**src/sv/bsrt_pkg.sv**
```systemverilog
package bsrt_pkg;

   localparam int ENTRIES    = 1024;
   localparam int MAX_RANGE  = 32;
   localparam int AW         = $clog2(ENTRIES);
   localparam int CW         = AW + 1;
   localparam logic [CW-1:0] CAP_RESET = CW'(ENTRIES);

   typedef enum logic [2:0] {
      MODE_ADD    = 3'd0,
      MODE_REMOVE = 3'd1,
      MODE_CHANGE = 3'd2,
      MODE_SET    = 3'd3,
      MODE_RANK   = 3'd4,
      MODE_RANGE  = 3'd5
   } mode_type;

   typedef enum logic [2:0] {
      ST_OK        = 3'd0,
      ST_NOT_FOUND = 3'd1,
      ST_EXISTS    = 3'd2,
      ST_BELOW_MIN = 3'd3,
      ST_NO_CHANGE = 3'd4,
      ST_BAD_RANGE = 3'd5
   } status_type;

   // walk the datapath pointer does over the memory
   typedef enum logic [1:0] {
      OP_FIND = 2'd0,
      OP_PULL = 2'd1,
      OP_SEEK = 2'd2,
      OP_PUSH = 2'd3
   } scan_op_type;

   typedef enum logic [3:0] {
      S_IDLE,
      S_FIND,
      S_DECIDE,
      S_REMOVE,
      S_SEEK,
      S_SHIFT,
      S_PLACE,
      S_RESULT,
      S_RANGE,
      S_RANGE_OUT
   } state_type;

   typedef struct packed {
      logic       load;
      logic       scan_start;
      logic       remove_start;
      logic       seek_start;
      logic       shift_start;
      logic       place;
      logic       evict;
      logic       range_start;
      logic       range_next;
      logic       result_load;
      status_type result_status;
      logic       result_last;
   } cmd_type;

   typedef struct packed {
      logic       busy;
      logic       found;
      logic [2:0] mode;
      logic       full;
      logic       below_min;
      logic       no_change;
      logic       bad_range;
      logic       range_last;
      logic       out_free;
   } sts_type;

endpackage

```
**src/sv/bsrt_ctrl.sv**
```systemverilog
module bsrt_ctrl
   import bsrt_pkg::*;
(
   input  logic    clock,
   input  logic    reset,
   input  logic    in_valid,
   output logic    in_ready,
   input  sts_type sts,
   output cmd_type cmd
);

   state_type state_ff, state_in;
   logic [1:0] wait_ff, wait_in;

   always_ff @(posedge clock) begin
      if (reset) begin
         state_ff <= S_IDLE;
         wait_ff  <= '0;
      end else begin
         state_ff <= state_in;
         wait_ff  <= wait_in;
      end
   end

   always_comb begin
      state_in = state_ff;
      wait_in  = '0;
      cmd      = '0;
      cmd.result_status = ST_OK;
      in_ready = 1'b0;
      case (state_ff)
         S_IDLE: begin
            in_ready = 1'b1;
            if (in_valid) begin
               cmd.load = 1'b1;
               state_in = S_FIND;
            end
         end
         S_FIND: begin
            if (sts.mode == MODE_RANGE) begin
               state_in = S_RANGE;
            end else if (sts.mode > MODE_RANGE) begin
               state_in = S_IDLE;
            end else begin
               cmd.scan_start = 1'b1;
               state_in = S_DECIDE;
            end
         end
         S_DECIDE: begin
            // wait for the key scan to finish
            if (!sts.busy && wait_ff != 2'd0 && sts.out_free) begin
               state_in = S_RESULT;
               case (mode_type'(sts.mode))
                  MODE_ADD: begin
                     if (sts.found) begin
                        cmd.result_load = 1'b1;
                        cmd.result_status = ST_EXISTS;
                        cmd.result_last = 1'b1;
                        state_in = S_IDLE;
                     end else state_in = S_REMOVE;
                  end
                  MODE_REMOVE: begin
                     if (!sts.found) begin
                        cmd.result_load = 1'b1;
                        cmd.result_status = ST_NOT_FOUND;
                        cmd.result_last = 1'b1;
                        state_in = S_IDLE;
                     end else begin
                        cmd.remove_start = 1'b1;
                        state_in = S_PLACE;
                     end
                  end
                  MODE_RANK: begin
                     cmd.result_load = 1'b1;
                     cmd.result_status = sts.found ? ST_OK : ST_NOT_FOUND;
                     cmd.result_last = 1'b1;
                     state_in = S_IDLE;
                  end
                  default: begin
                     if (!sts.found) begin
                        cmd.result_load = 1'b1;
                        cmd.result_status = ST_NOT_FOUND;
                        cmd.result_last = 1'b1;
                        state_in = S_IDLE;
                     end else if (sts.no_change) begin
                        cmd.result_load = 1'b1;
                        cmd.result_status = ST_NO_CHANGE;
                        cmd.result_last = 1'b1;
                        state_in = S_IDLE;
                     end else begin
                        cmd.remove_start = 1'b1;
                        state_in = S_SEEK;
                     end
                  end
               endcase
            end else if (wait_ff == 2'd0) wait_in = 2'd1;
            else wait_in = wait_ff;
         end
         S_REMOVE: begin
            // add path: check room, last entry read comes out of the scan
            if (sts.full) begin
               if (sts.below_min) begin
                  cmd.result_load = 1'b1;
                  cmd.result_status = ST_BELOW_MIN;
                  cmd.result_last = 1'b1;
                  state_in = S_IDLE;
               end else begin
                  cmd.evict = 1'b1;
                  state_in = S_SEEK;
               end
            end else state_in = S_SEEK;
         end
         S_SEEK: begin
            // wait for the remove shift, then start the position search
            if (!sts.busy && wait_ff != 2'd0) begin
               cmd.seek_start = 1'b1;
               state_in = S_SHIFT;
            end else wait_in = 2'd1;
         end
         S_SHIFT: begin
            if (!sts.busy && wait_ff != 2'd0) begin
               cmd.shift_start = 1'b1;
               state_in = S_RESULT;
            end else wait_in = 2'd1;
         end
         S_RESULT: begin
            if (!sts.busy && wait_ff != 2'd0) begin
               cmd.place = 1'b1;
               state_in = S_PLACE;
               wait_in = 2'd2;
            end else wait_in = 2'd1;
         end
         S_PLACE: begin
            // final result once all shifting is done
            if (!sts.busy && wait_ff != 2'd0 && sts.out_free) begin
               cmd.result_load = 1'b1;
               cmd.result_last = 1'b1;
               state_in = S_IDLE;
            end else wait_in = 2'd1;
         end
         S_RANGE: begin
            if (sts.out_free) begin
               if (sts.bad_range) begin
                  cmd.result_load = 1'b1;
                  cmd.result_status = ST_BAD_RANGE;
                  cmd.result_last = 1'b1;
                  state_in = S_IDLE;
               end else begin
                  cmd.range_start = 1'b1;
                  state_in = S_RANGE_OUT;
               end
            end
         end
         S_RANGE_OUT: begin
            // per entry: address it, then load the registered read data once the output is free
            if (wait_ff == 2'd0) wait_in = 2'd1;
            else if (wait_ff == 2'd1) wait_in = 2'd2;
            else if (sts.out_free) begin
               cmd.result_load = 1'b1;
               cmd.result_last = sts.range_last;
               if (sts.range_last) state_in = S_IDLE;
               else cmd.range_next = 1'b1;
            end else wait_in = wait_ff;
         end
         default: state_in = S_IDLE;
      endcase
   end

   a_ready_idle: assert property (@(posedge clock) disable iff (reset)
      in_ready |-> state_ff == S_IDLE) else $error("ready outside idle");
   a_one_start: assert property (@(posedge clock) disable iff (reset)
      $countones({cmd.scan_start, cmd.remove_start, cmd.seek_start, cmd.shift_start,
                  cmd.place}) <= 1) else $error("two datapath commands at once");
   a_load_free: assert property (@(posedge clock) disable iff (reset)
      cmd.result_load |-> sts.out_free) else $error("result overwrite");

endmodule

```
**config.mk**
```make
export PLATFORM = sky130hd
export DESIGN_NAME = bsrt_ctrl
export DESIGN_NICKNAME = d
export VERILOG_FILES = /design/src/sv/bsrt_pkg.sv /design/src/sv/bsrt_ctrl.sv
export SDC_FILE = /design/constraint.sdc
export NUM_CORES = 1
export LEC_CHECK = 0
export BUFFER_PORTS_ARGS = -buffer_cell sky130_fd_sc_hd__buf_2
export CAP_MARGIN = 20
export CORE_MARGIN = 2
export CORE_UTILIZATION = 30
export CTS_CLUSTER_SIZE = 12
export DETAILED_ROUTE_END_ITERATION = 12
export GPL_ROUTABILITY_DRIVEN = 0
export PLACE_DENSITY = 0.58
export SLEW_MARGIN = 20
export SYNTH_ARGS = -nofsm -noshare
export SYNTH_HDL_FRONTEND = slang
export SYNTH_SLANG_ARGS = --single-unit
export TNS_END_PERCENT = 50
```
**constraint.sdc**
```tcl
create_clock -name clock -period 2.86 [get_ports clock]
set_input_delay 0.286 -clock clock [delete_from_list [all_inputs] [get_ports clock]]
set_output_delay 0.286 -clock clock [all_outputs]
set_load 0.01 [all_outputs]
```
==> results of run 1 <==
==> worst max-delay path by stage <==
stage                           start          end  slack, ns
after floorplan           state_ff[2]       cmd[3]       0.71
after global placement    state_ff[0]  state_ff[1]       0.64
after detailed placement  state_ff[0]  state_ff[0]       0.59
after CTS                 state_ff[1]       cmd[3]       0.32
after global routing      state_ff[1]       cmd[3]       0.10
final                     state_ff[0]       cmd[3]       0.33
==> through the flow <==
step | total power, uW | std cells | util
floorplan | 339 | 106 | -
global placement | 400 | 156 | 0.392
detailed placement | 404 | 156 | 0.392
CTS | 482 | 159 | 0.402
global route | 524 | 159 | 0.402
finish | 479 | 159 | 0.402
==> flip-flops by register name, summed over array words and instances, names as in the netlist <==
register	flops
wait_ff	2
state_ff	4
==> cell usage after synthesis (all sizes together) (3+ instances only) <==
master	n
nand3	4
a21oi	6
a2111oi	3
o21ai	5
nand2	6
dfxtp	6
clkbuf	4
nor2b	6
buf	3
mux2	3
nor2	13
inv	7
nor4	3
==> worst register-to-register path, stage by stage (launching register included) <==
cell and delay [ns]:
dfxtp_1 0.63, nor2b_2 0.17, a22oi_1 0.19, o221ai_1 0.17, or4_1 0.68, mux2_4 0.35
==> area by class of cell <==
type                    instances  share of cell area
repair buffers                 29               0.161
clock buffers                   3              0.0246
flip-flops and latches          6               0.131
inverters                       7              0.0287
multi-input cells              86               0.616
well taps                      28              0.0383
==> logic make-up (layout without fill, tap and decap cells) <==
| logic type | Yosys count | count (layout) | share of synthesized area |
|---|---|---|---|
| compound gates | 27 | 27 | 0.251 |
| xor+xnor | 1 | 1 | 0.0119 |
| simple gates | 54 | 54 | 0.425 |
| buf+inv | 14 | 39 | 0.0746 |
| mux | 4 | 4 | 0.0746 |
| flops | 6 | 6 | 0.163 |
==> per-layer routing <==
layer | share of wire | GRT usage
met4 | 0 | 0.0171
met1 | 0.48 | 0.208
met5 | 0 | 0
met3 | 0.031 | 0.0333
met2 | 0.49 | 0.282
==> power by group through the flow <==
stage                     clock network (uW)  logic, uW  registers [uW]
final                                   74.4        255             149
after global routing                    85.7        283             156
after floorplan                            0        222             117
after global placement                     0        254             146
after CTS                               78.2        256             148
after detailed placement                   0        255             150
==> flow_summary.html, run 1 <==
<table>
<tr><th>Metric</th><th>Value</th></tr>
<tr><th colspan="2">Run status</th></tr>
<tr><td>Status</td><td>finished, final reports clean</td></tr>
<tr><th colspan="2">Setup path</th></tr>
<tr><td>RR Endpoint</td><td>state_ff[0]</td></tr>
<tr><td>CP Max Fanout</td><td>17</td></tr>
<tr><td>Crit-path cells</td><td>or4b_1, nor3_1, nand2_1, o41ai_1, buf_2</td></tr>
<tr><td>Kind of critical path</td><td>reg -&gt; out</td></tr>
<tr><td>Reg-to-reg slack, setup</td><td>0.56 ns</td></tr>
<tr><td>Logic depth of the worst register-to-register path</td><td>5</td></tr>
<tr><td>Highest-delay cell along the critical path</td><td>or4b_1</td></tr>
<tr><td>Critical path buffer and inverter count</td><td>1</td></tr>
<tr><td>Launching point of the worst reg2reg path</td><td>state_ff[0]</td></tr>
<tr><td>Number of gates on the worst path with buffers counted</td><td>5</td></tr>
<tr><td>Critical Path Sink Type</td><td>output port</td></tr>
<tr><td>Required time reported for the critical path endpoint</td><td>2.57 ns</td></tr>
<tr><td>Largest delay share family, worst path</td><td>simple AND/OR/NAND/NOR gates</td></tr>
<tr><td>Slowest Stage Delay on Critical Path</td><td>between 0.6 and 0.7 ns</td></tr>
<tr><td>Type of origin of the critical path</td><td>flop</td></tr>
<tr><td>Worst endpoint data arrival time</td><td>2.25 ns</td></tr>
<tr><th colspan="2">Placed design</th></tr>
<tr><td>DP HPWL</td><td>1640 um</td></tr>
<tr><td>Placement Cell Area</td><td>~890 sq um</td></tr>
<tr><td>Port Buffer Count</td><td>28</td></tr>
<tr><td>Post-Place Setup Slack</td><td>around 0.59 ns</td></tr>
<tr><th colspan="2">Die</th></tr>
<tr><td>Number of primary I/O pins</td><td>29</td></tr>
<tr><td>Number of core rows</td><td>17</td></tr>
<tr><td>Die Outline Area</td><td>around 2900 sq um</td></tr>
<tr><td>Area inside the core boundary</td><td>around 2300 sq um</td></tr>
<tr><td>Height of the die</td><td>around 54 um</td></tr>
<tr><td>Chip width</td><td>53.6 um</td></tr>
<tr><td>Effective utilization at floorplan</td><td>0.324</td></tr>
<tr><th colspan="2">Yosys</th></tr>
<tr><td>Most common flop cell mapped by yosys</td><td>dfxtp_1</td></tr>
<tr><td>Part of the Yosys area used for sequential elements</td><td>0.163</td></tr>
<tr><td>Top area cells in the synthesized netlist</td><td>dfxtp_1, nor2_1, mux2_4, nor2b_1, a21oi_1</td></tr>
<tr><td>Number of synthesized flops with an enable pin</td><td>0</td></tr>
<tr><td>Synthesized instance count</td><td>106</td></tr>
<tr><td>Post-synthesis cell type with the largest combined area</td><td>dfxtp_1</td></tr>
<tr><td>Share of synthesized registers carrying an async set or reset</td><td>0</td></tr>
<tr><td>Yosys synthesis warning count</td><td>0</td></tr>
<tr><td>Post-Synthesis Cell Area</td><td>738 sq um</td></tr>
<tr><td>Post-synthesis sequential element count</td><td>6</td></tr>
<tr><td>Average cell area after synthesis</td><td>6.96 sq um</td></tr>
<tr><td>Synthesized netlist net count</td><td>120</td></tr>
<tr><td>Proportion of netlist area held by the largest area contributor</td><td>0.163</td></tr>
<tr><td>Distinct cells, synth</td><td>43</td></tr>
<tr><th colspan="2">Power</th></tr>
<tr><td>Switching Power</td><td>200 uW</td></tr>
<tr><td>Net switching fraction of the power</td><td>0.418</td></tr>
<tr><td>Clock Power Share</td><td>0.155</td></tr>
<tr><td>Static Leakage</td><td>0.000415 uW</td></tr>
<tr><td>Cell-internal power</td><td>279 uW</td></tr>
<tr><td>Proportion of power drawn by flip-flops and latches</td><td>0.311</td></tr>
<tr><td>Largest vdd supply drop</td><td>343 uV</td></tr>
<tr><td>Total power divided by cell area</td><td>523 nW/um^2</td></tr>
<tr><td>Combinational fraction of design power</td><td>0.533</td></tr>
<tr><th colspan="2">STA</th></tr>
<tr><td>Post-route minimum period</td><td>between 2 and 3 ns</td></tr>
<tr><td>Period utilisation layout</td><td>0.886</td></tr>
<tr><td>Clk_skew</td><td>0.000468 ns</td></tr>
<tr><td>Setup_tns</td><td>0 ns</td></tr>
<tr><td>Final-layout worst hold slack</td><td>0.344 ns</td></tr>
<tr><td>Normalized max-slew margin</td><td>0.639</td></tr>
<tr><td>Post-layout worst setup margin</td><td>0.327 ns</td></tr>
<tr><td>Transition time of the tightest slew-check pin</td><td>0.527 ns</td></tr>
<tr><td>Unrepaired setup endpoints after global routing</td><td>no</td></tr>
<tr><td>Timing-limited maximum frequency</td><td>0.395 GHz</td></tr>
<tr><td>Number of pins with negative max-slew slack in the final report</td><td>0</td></tr>
<tr><td>Final setup fails</td><td>0</td></tr>
<tr><td>Final hold violations</td><td>0</td></tr>
<tr><th colspan="2">Cells and area</th></tr>
<tr><td>Fraction of layout instances using a drive strength above 1</td><td>0.298</td></tr>
<tr><td>Highest-count cells in the layout ignoring fill and taps</td><td>buf_2, nor2_1, inv_1</td></tr>
<tr><td>Footprint of the multi-input gates</td><td>563 sq um</td></tr>
<tr><td>Most common library cell in the layout ignoring fill and taps</td><td>buf_2</td></tr>
<tr><td>Antenna fix cells</td><td>0</td></tr>
<tr><td>Number of nets at the end of the flow</td><td>147</td></tr>
<tr><td>Post-route design area</td><td>around 910 sq um</td></tr>
<tr><td>Layout area overhead</td><td>23.9%</td></tr>
<tr><td>Number of fill cells</td><td>251</td></tr>
<tr><td>Area taken by flip-flops and latches</td><td>~120 sq um</td></tr>
<tr><th colspan="2">Clock tree</th></tr>
<tr><td>Hold buffer count at cts</td><td>0</td></tr>
<tr><td>Number of buffers between clock root and the deepest sink</td><td>2</td></tr>
<tr><td>Insertion delay of the later-clocked pin in the worst-skew pair</td><td>between 0.2 and 0.25 ns</td></tr>
<tr><td>Postcts setup bufs</td><td>0</td></tr>
<tr><td>Total CTS buffers</td><td>3</td></tr>
<tr><td>Maximum level of the CTS H-tree</td><td>1</td></tr>
<tr><td>TritonCTS clock tree</td><td>built</td></tr>
<tr><td>Post-cts sizing count</td><td>0</td></tr>
<tr><td>TritonCTS sink count</td><td>6</td></tr>
<tr><td>Clock root buffer</td><td>clkbuf_4</td></tr>
<tr><td>Clock transition at the registers of the reported paths</td><td>0.04 ns</td></tr>
<tr><th colspan="2">Routing</th></tr>
<tr><td>Number of iterations in the first detailed-routing pass</td><td>5</td></tr>
<tr><td>Residual DRC</td><td>0</td></tr>
<tr><td>Number of DRC violations after detailed-routing iteration 0</td><td>24</td></tr>
<tr><td>Number of vias after detailed routing</td><td>around 900</td></tr>
<tr><td>Via count normalized by instance count</td><td>roughly 5.7</td></tr>
<tr><td>Post-route antenna net violation count</td><td>0</td></tr>
<tr><td>Wire per inst</td><td>around 13 um</td></tr>
<tr><td>Total wire length</td><td>2050 um</td></tr>
<tr><th colspan="2">Global routing</th></tr>
<tr><td>First-pass GRT wire length</td><td>around 3500 um</td></tr>
<tr><td>Aggregate global routing overflow</td><td>0</td></tr>
<tr><td>GRT Total Usage</td><td>0.161</td></tr>
<tr><td>Vias in the first global route</td><td>between 800 and 900</td></tr>
<tr><td>Number of antenna violations at the first check in global routing</td><td>0</td></tr>
<tr><td>Maximum number of pins on one net before global-route repair</td><td>18</td></tr>
<tr><th colspan="2">Worst hold path</th></tr>
<tr><td>Hold Path End</td><td>wait_ff[1]</td></tr>
<tr><td>Startpoint of the lowest-slack hold path</td><td>reset</td></tr>
<tr><td>Hold depth</td><td>2</td></tr>
<tr><td>Worst hold path class</td><td>in -&gt; reg</td></tr>
<tr><th colspan="2">Job</th></tr>
<tr><td>Max-capacitance violation count</td><td>0</td></tr>
</table>
No activity file was read; power rests on OpenSTA's default activity.
==> inputs of run 2 (changes only) <==
==> constraint.sdc (replaced) <==
create_clock -name clock -period 2.86 [get_ports clock]
set_input_delay 0.286 -clock clock [delete_from_list [all_inputs] [get_ports clock]]
set_output_delay 0.286 -clock clock [all_outputs]
set_load 0.05 [all_outputs]
==> flow_summary.html, run 2 (synthesis gave the netlist of run 1 again) <==
<table>
<tr><th>Metric</th><th>Value</th></tr>
<tr><th colspan="2">Run status</th></tr>
<tr><td>Status</td><td>finished, final reports clean</td></tr>
<tr><th colspan="2">Worst hold path</th></tr>
<tr><td>Worst hold path class</td><td>in -&gt; reg</td></tr>
<tr><th colspan="2">Job</th></tr>
<tr><td>Max-capacitance violation count</td><td>0 (unchanged)</td></tr>
<tr><th colspan="2">Cells and area</th></tr>
<tr><td>Antenna fix cells</td><td>0 (unchanged)</td></tr>
<tr><td>Number of nets at the end of the flow</td><td>148 (+0.68%)</td></tr>
<tr><td>Layout area overhead</td><td>26.8%</td></tr>
<tr><td>Max reg flops</td><td>4 (unchanged)</td></tr>
<tr><td>Footprint of the multi-input gates</td><td>577 sq um (+2.4%)</td></tr>
<tr><td>Register containing the most flip-flops in the final layout</td><td>state_ff</td></tr>
<tr><td>Number of fill cells</td><td>258 (+2.8%)</td></tr>
<tr><td>Highest-count cells in the layout ignoring fill and taps</td><td>buf_2, nor2_1, inv_1</td></tr>
<tr><td>Largest registers</td><td>state_ff: 4 flops, wait_ff: 2 flops</td></tr>
<tr><td>Most common library cell in the layout ignoring fill and taps</td><td>buf_2</td></tr>
<tr><td>Area taken by flip-flops and latches</td><td>120 sq um (unchanged)</td></tr>
<tr><td>Fraction of layout instances using a drive strength above 1</td><td>0.318 (+0.0205)</td></tr>
<tr><th colspan="2">Routing</th></tr>
<tr><td>Post-route antenna net violation count</td><td>0 (unchanged)</td></tr>
<tr><td>Number of iterations in the first detailed-routing pass</td><td>4 (-1)</td></tr>
<tr><td>Number of DRC violations after detailed-routing iteration 0</td><td>15 (-38%)</td></tr>
<tr><td>Via count normalized by instance count</td><td>5.48 (-3.4%)</td></tr>
<tr><td>Wire per inst</td><td>12.5 um (-3.6%)</td></tr>
<tr><td>Total wire length</td><td>1990 um (-3.0%)</td></tr>
<tr><td>Number of vias after detailed routing</td><td>876 (-2.8%)</td></tr>
<tr><td>Residual DRC</td><td>0 (unchanged)</td></tr>
<tr><th colspan="2">Power</th></tr>
<tr><td>Largest vdd supply drop</td><td>342 uV (-0.37%)</td></tr>
<tr><td>Static Leakage</td><td>0.000428 uW (+3.2%)</td></tr>
<tr><td>Total power divided by cell area</td><td>595 nW/um^2 (+14%)</td></tr>
<tr><td>Total power</td><td>557 uW (+16%)</td></tr>
<tr><th colspan="2">Global routing</th></tr>
<tr><td>GRT Total Usage</td><td>0.160 (-0.00125)</td></tr>
<tr><td>Maximum number of pins on one net before global-route repair</td><td>20 (+2)</td></tr>
<tr><td>Aggregate global routing overflow</td><td>0 (unchanged)</td></tr>
<tr><td>First-pass GRT wire length</td><td>3420 um (-0.98%)</td></tr>
<tr><td>Number of antenna violations at the first check in global routing</td><td>0 (unchanged)</td></tr>
<tr><td>Vias in the first global route</td><td>790 (-3.2%)</td></tr>
<tr><th colspan="2">Setup path</th></tr>
<tr><td>Slowest Stage Delay on Critical Path</td><td>0.64 ns (about the same)</td></tr>
<tr><td>Largest delay share family, worst path</td><td>simple AND/OR/NAND/NOR gates</td></tr>
<tr><td>Required time reported for the critical path endpoint</td><td>2.57 ns (about the same)</td></tr>
<tr><td>Type of origin of the critical path</td><td>flop</td></tr>
<tr><td>Crit-path cells</td><td>or4b_1, nor3_1, nand2_1, o41ai_2, buf_2</td></tr>
<tr><td>CP Max Fanout</td><td>17 (unchanged)</td></tr>
<tr><td>Highest-delay cell along the critical path</td><td>or4b_1</td></tr>
<tr><td>Worst endpoint data arrival time</td><td>2.35 ns (+0.10 ns)</td></tr>
<tr><td>Kind of critical path</td><td>reg -&gt; out</td></tr>
<tr><td>Critical path buffer and inverter count</td><td>1 (unchanged)</td></tr>
<tr><td>Critical Path Sink Type</td><td>output port</td></tr>
<tr><th colspan="2">Clock tree</th></tr>
<tr><td>TritonCTS sink count</td><td>6 (unchanged)</td></tr>
<tr><td>Clock root buffer</td><td>clkbuf_4</td></tr>
<tr><td>Maximum level of the CTS H-tree</td><td>1 (unchanged)</td></tr>
<tr><td>Total CTS buffers</td><td>3 (unchanged)</td></tr>
<tr><td>Insertion delay of the later-clocked pin in the worst-skew pair</td><td>0.24 ns (about the same)</td></tr>
<tr><td>TritonCTS clock tree</td><td>built</td></tr>
<tr><td>Number of buffers between clock root and the deepest sink</td><td>2 (unchanged)</td></tr>
<tr><td>Postcts setup bufs</td><td>0 (unchanged)</td></tr>
<tr><td>Clock transition at the registers of the reported paths</td><td>0.04 ns (about the same)</td></tr>
<tr><td>Post-cts sizing count</td><td>0 (unchanged)</td></tr>
<tr><td>Hold buffer count at cts</td><td>0 (unchanged)</td></tr>
<tr><th colspan="2">Die</th></tr>
<tr><td>Chip width</td><td>53.6 um (unchanged)</td></tr>
<tr><td>Die Outline Area</td><td>2870 sq um (unchanged)</td></tr>
<tr><td>Number of core rows</td><td>17 (unchanged)</td></tr>
<tr><td>Height of the die</td><td>53.6 um (unchanged)</td></tr>
<tr><td>Number of primary I/O pins</td><td>29 (unchanged)</td></tr>
<tr><td>Effective utilization at floorplan</td><td>0.324 (unchanged)</td></tr>
<tr><td>Area inside the core boundary</td><td>2280 sq um (unchanged)</td></tr>
<tr><th colspan="2">STA</th></tr>
<tr><td>Number of pins with negative max-slew slack in the final report</td><td>0 (unchanged)</td></tr>
<tr><td>Normalized max-slew margin</td><td>0.664 (+0.0247)</td></tr>
<tr><td>Setup_tns</td><td>0 ns (unchanged)</td></tr>
<tr><td>Post-route minimum period</td><td>2.64 ns (+0.105 ns)</td></tr>
<tr><td>Final hold violations</td><td>0 (unchanged)</td></tr>
<tr><td>Clk_skew</td><td>0.00226 ns (+0.00179 ns)</td></tr>
<tr><td>Period utilisation layout</td><td>0.922 (+0.0368)</td></tr>
<tr><td>Transition time of the tightest slew-check pin</td><td>0.491 ns (-0.0361 ns)</td></tr>
<tr><td>Final setup fails</td><td>0 (unchanged)</td></tr>
<tr><td>Timing-limited maximum frequency</td><td>0.379 GHz (-4.0%)</td></tr>
<tr><td>Unrepaired setup endpoints after global routing</td><td>no</td></tr>
<tr><th colspan="2">Placed design</th></tr>
<tr><td>DP HPWL</td><td>1600 um (-2.4%)</td></tr>
<tr><td>Port Buffer Count</td><td>28 (unchanged)</td></tr>
</table>
run 2: cell count changes in the layout (fill, tap and decap cells not counted), sizes merged:
| cell | change |
|---|---|
| buf | +1 |
run 2: worst paths after layout:
| kind | start | to | slack, ns | cells past startpoint |
|---|---|---|---|---|
| worst min register to register | wait_ff[0] | wait_ff[0] | 0.56 | 2 |
| worst max-delay path | state_ff[0] | cmd[3] | 0.22 | 5 |
| worst max register to register | state_ff[0] | state_ff[0] | 0.58 | 5 |
| worst min-delay path | reset | wait_ff[1] | 0.33 | 2 |
run 2: cell type report:
cell class / instances / share of cell area
timing repair buffer: 30 / 0.166
tap: 28 / 0.0374
inverter: 7 / 0.0281
clock buffer: 3 / 0.0241
multi-input combinational: 86 / 0.616
sequential: 6 / 0.128
run 2: worst reg2reg max path: cells and delay by family, from the launching register on:
family             cells  cell delay, ns
DFF                    1            0.64
muxes                  1            0.34
AOI/OAI and AO/OA      2            0.35
and+or+nand+nor        2            0.83
run 2: power by group:
group          total (uW)  internal, uW  switching (uW)
Clock                76.4          47.4            29.0
Sequential            135           101            33.8
Combinational         346           138             207
Total                 557           287             270
run 2: through the flow:
| step | setup slack [ns] | utilization | instances | hold WS (ns) | area [sq um] |
|---|---|---|---|---|---|
| 2_1_floorplan | 0.0802 | - | 106 | 0.495 | 752 |
| 3_3_place_gp | 0.517 | 0.401 | 157 | 0.531 | 913 |
| 3_5_place_dp | 0.473 | 0.401 | 157 | 0.553 | 913 |
| 4_1_cts | 0.208 | 0.411 | 160 | 0.317 | 936 |
| 5_1_grt | 0.101 | 0.411 | 160 | 0.347 | 936 |
| 6_report | 0.222 | 0.411 | 160 | 0.332 | 936 |
run 2: layer usage:
metal / up-vias / global-route usage / part of all wire
li1: 451 / - / -
met5: - / 0 / 0
met3: 4 / 0.0417 / 0.041
met1: 402 / 0.210 / 0.46
met4: 0 / 0.0342 / 0.015
met2: 19 / 0.261 / 0.48
==> inputs of run 3 (changes only) <==
--- a/config.mk
+++ b/config.mk
@@ -12,7 +12,9 @@
 export CTS_CLUSTER_SIZE = 12
 export DETAILED_ROUTE_END_ITERATION = 12
 export GPL_ROUTABILITY_DRIVEN = 0
+export GPL_TIMING_DRIVEN = 0
 export PLACE_DENSITY = 0.58
+export SETUP_SLACK_MARGIN = 0.1
 export SLEW_MARGIN = 20
 export SYNTH_ARGS = -nofsm -noshare
 export SYNTH_HDL_FRONTEND = slang
==> flow_summary.html, run 3 (synthesis gave the netlist of run 1 again) <==
<table>
<tr><th>Metric</th><th>Value</th></tr>
<tr><th colspan="2">Placed design</th></tr>
<tr><td>Port Buffer Count</td><td>27 (-3.6%)</td></tr>
<tr><td>Post-Place Setup Slack</td><td>0.428 ns (-0.0447 ns)</td></tr>
<tr><td>Cell count after placement</td><td>161 (+2.5%)</td></tr>
<tr><td>DP HPWL</td><td>1680 um (+4.8%)</td></tr>
<tr><td>Placement Cell Area</td><td>922 sq um (+0.96%)</td></tr>
<tr><th colspan="2">Cells and area</th></tr>
<tr><td>Max reg flops</td><td>4 (unchanged)</td></tr>
<tr><td>Footprint of the multi-input gates</td><td>582 sq um (+0.87%)</td></tr>
<tr><td>Most common library cell in the layout ignoring fill and taps</td><td>buf_2</td></tr>
<tr><td>Share of the core filled with cells</td><td>0.418 (+0.00715)</td></tr>
<tr><td>Post-route design area</td><td>952 sq um (+1.7%)</td></tr>
<tr><td>Number of fill cells</td><td>257 (-0.39%)</td></tr>
<tr><td>Antenna fix cells</td><td>0 (unchanged)</td></tr>
<tr><td>Area taken by flip-flops and latches</td><td>120 sq um (unchanged)</td></tr>
<tr><td>Fraction of layout instances using a drive strength above 1</td><td>0.309 (-0.00936)</td></tr>
<tr><td>Finished Layout Cells</td><td>164 (+2.5%)</td></tr>
<tr><td>Highest-count cells in the layout ignoring fill and taps</td><td>buf_2, nor2_1, inv_1</td></tr>
<tr><td>Layout area overhead</td><td>29.0%</td></tr>
<tr><td>Number of nets at the end of the flow</td><td>152 (+2.7%)</td></tr>
<tr><td>Largest registers</td><td>state_ff: 4 flops, wait_ff: 2 flops</td></tr>
<tr><td>Register containing the most flip-flops in the final layout</td><td>state_ff</td></tr>
<tr><th colspan="2">Die</th></tr>
<tr><td>Number of core rows</td><td>17 (unchanged)</td></tr>
<tr><td>Die Outline Area</td><td>2870 sq um (unchanged)</td></tr>
<tr><td>Effective utilization at floorplan</td><td>0.324 (unchanged)</td></tr>
<tr><td>Area inside the core boundary</td><td>2280 sq um (unchanged)</td></tr>
<tr><td>Number of primary I/O pins</td><td>29 (unchanged)</td></tr>
<tr><td>Chip width</td><td>53.6 um (unchanged)</td></tr>
<tr><td>Height of the die</td><td>53.6 um (unchanged)</td></tr>
<tr><th colspan="2">Routing</th></tr>
<tr><td>Total wire length</td><td>2140 um (+7.3%)</td></tr>
<tr><td>Number of iterations in the first detailed-routing pass</td><td>4 (unchanged)</td></tr>
<tr><td>Via count normalized by instance count</td><td>5.68 (+3.8%)</td></tr>
<tr><td>Post-route antenna net violation count</td><td>0 (unchanged)</td></tr>
<tr><td>Number of vias after detailed routing</td><td>932 (+6.4%)</td></tr>
<tr><td>Wire per inst</td><td>13.0 um (+4.7%)</td></tr>
<tr><td>Number of DRC violations after detailed-routing iteration 0</td><td>15 (unchanged)</td></tr>
<tr><td>Residual DRC</td><td>0 (unchanged)</td></tr>
<tr><th colspan="2">Run status</th></tr>
<tr><td>Status</td><td>finished, final reports clean</td></tr>
<tr><th colspan="2">Setup path</th></tr>
<tr><td>Origin of the worst setup path</td><td>state_ff[3]</td></tr>
<tr><td>Required time reported for the critical path endpoint</td><td>2.57 ns (about the same)</td></tr>
<tr><td>Type of origin of the critical path</td><td>flop</td></tr>
<tr><td>Endpoint of the most critical setup path</td><td>cmd[3]</td></tr>
<tr><td>Reg-to-reg slack, setup</td><td>0.79 ns (+0.21 ns)</td></tr>
<tr><td>Logic depth of the worst register-to-register path</td><td>6 (+1)</td></tr>
<tr><td>Kind of critical path</td><td>reg -&gt; out</td></tr>
<tr><td>CP Max Fanout</td><td>10 (-7)</td></tr>
<tr><td>Critical Path Sink Type</td><td>output port</td></tr>
<tr><td>Worst endpoint data arrival time</td><td>2.29 ns (-0.06 ns)</td></tr>
<tr><td>Launching point of the worst reg2reg path</td><td>state_ff[0]</td></tr>
<tr><td>RR Endpoint</td><td>state_ff[1]</td></tr>
<tr><th colspan="2">STA</th></tr>
<tr><td>Final hold violations</td><td>0 (unchanged)</td></tr>
<tr><td>Final setup fails</td><td>0 (unchanged)</td></tr>
<tr><td>Period utilisation layout</td><td>0.900 (-0.0224)</td></tr>
<tr><td>Clk_skew</td><td>0.00426 ns (+0.00201 ns)</td></tr>
<tr><td>Post-layout worst setup margin</td><td>0.286 ns (+0.0641 ns)</td></tr>
<tr><td>Normalized max-slew margin</td><td>0.722 (+0.0584)</td></tr>
<tr><td>Post-route minimum period</td><td>2.57 ns (-0.0641 ns)</td></tr>
<tr><td>Transition time of the tightest slew-check pin</td><td>0.406 ns (-0.0855 ns)</td></tr>
<tr><td>Setup_tns</td><td>0 ns (unchanged)</td></tr>
<tr><td>Timing-limited maximum frequency</td><td>0.389 GHz (+2.5%)</td></tr>
<tr><td>Number of pins with negative max-slew slack in the final report</td><td>0 (unchanged)</td></tr>
<tr><td>Unrepaired setup endpoints after global routing</td><td>no</td></tr>
<tr><th colspan="2">Power</th></tr>
<tr><td>Total power divided by cell area</td><td>597 nW/um^2 (+0.32%)</td></tr>
<tr><td>Static Leakage</td><td>0.000429 uW (+0.20%)</td></tr>
<tr><td>Largest vdd supply drop</td><td>399 uV (+17%)</td></tr>
<tr><th colspan="2">Clock tree</th></tr>
<tr><td>TritonCTS sink count</td><td>6 (unchanged)</td></tr>
<tr><td>Clock transition at the registers of the reported paths</td><td>0.05 ns (about the same)</td></tr>
<tr><td>Hold buffer count at cts</td><td>0 (unchanged)</td></tr>
<tr><td>Clock root buffer</td><td>clkbuf_4</td></tr>
<tr><td>TritonCTS clock tree</td><td>built</td></tr>
<tr><td>Insertion delay of the later-clocked pin in the worst-skew pair</td><td>0.25 ns (about the same)</td></tr>
<tr><td>Maximum level of the CTS H-tree</td><td>1 (unchanged)</td></tr>
<tr><td>Total CTS buffers</td><td>3 (unchanged)</td></tr>
<tr><td>Number of buffers between clock root and the deepest sink</td><td>2 (unchanged)</td></tr>
<tr><th colspan="2">Global routing</th></tr>
<tr><td>First-pass GRT wire length</td><td>3480 um (+1.6%)</td></tr>
<tr><td>Vias in the first global route</td><td>838 (+6.1%)</td></tr>
<tr><td>Maximum number of pins on one net before global-route repair</td><td>11 (-45%)</td></tr>
<tr><td>Number of antenna violations at the first check in global routing</td><td>0 (unchanged)</td></tr>
<tr><td>GRT Total Usage</td><td>0.163 (+0.00348)</td></tr>
<tr><td>Aggregate global routing overflow</td><td>0 (unchanged)</td></tr>
<tr><th colspan="2">Job</th></tr>
<tr><td>Max-capacitance violation count</td><td>0 (unchanged)</td></tr>
<tr><th colspan="2">Worst hold path</th></tr>
<tr><td>Worst hold path class</td><td>in -&gt; reg</td></tr>
</table>
run 3: cell types whose count changed in the layout (fill, tap and decap cells not counted), sizes merged:
cell,change
clkbuf,+4
run 3: repair_timing:
| item | CTS | global route |
|---|---|---|
| setup endpoints to repair | 0 | 1 |
| buffers inserted | 0 | 0 |
| resized for setup | 0 | 3 |
run 3: layout make-up:
class / count / share of cell area
multi-input combinational: 86 / 0.611
buffer: 7 / 0.0302
clock buffer: 3 / 0.0237
inverter: 7 / 0.0276
tap: 28 / 0.0368
timing repair buffer: 27 / 0.145
sequential: 6 / 0.126
run 3: worst min-delay path by stage:
stage / from / slack (ns) / depth (start not counted) / endpoint
after global routing: reset / 0.43 / 2 / wait_ff[0]
after detailed placement: wait_ff[0] / 0.58 / 2 / wait_ff[0]
after CTS: reset / 0.41 / 2 / wait_ff[1]
after global placement: wait_ff[0] / 0.54 / 2 / wait_ff[0]
after floorplan: wait_ff[0] / 0.49 / 2 / wait_ff[0]
final: reset / 0.41 / 2 / wait_ff[1]
run 3: through the flow:
stage	hold WS, ns	power, uW
2_1_floorplan	0.495	412
3_3_place_gp	0.540	489
3_5_place_dp	0.576	492
4_1_cts	0.406	574
5_1_grt	0.432	615
6_report	0.412	569
run 3: power breakdown:
group | internal [uW] | switching (uW) | total, uW | leakage, uW
clock network | 47.5 | 30.6 | 78.1 | 0.0000138
registers | 101 | 23.4 | 125 | 0.0000488
logic | 143 | 223 | 366 | 0.000366
total | 292 | 277 | 569 | 0.000429
run 3: worst max-delay path: stages (launching register included):
cell and delay [ns]:
dfxtp_1 0.33, clkbuf_1 0.21, or4b_1 0.60, nor3_2 0.25
nand2_1 0.13, o41ai_2 0.28, buf_4 0.24
run 3: metal layers:
layer	share of wire	track usage	vias up	routed length (um)
met5	0	0	-	0
met4	0.0047	0.0299	0	10
met3	0.039	0.0528	2	83
met2	0.48	0.272	19	1020
met1	0.48	0.206	446	1030
li1	-	-	465	-
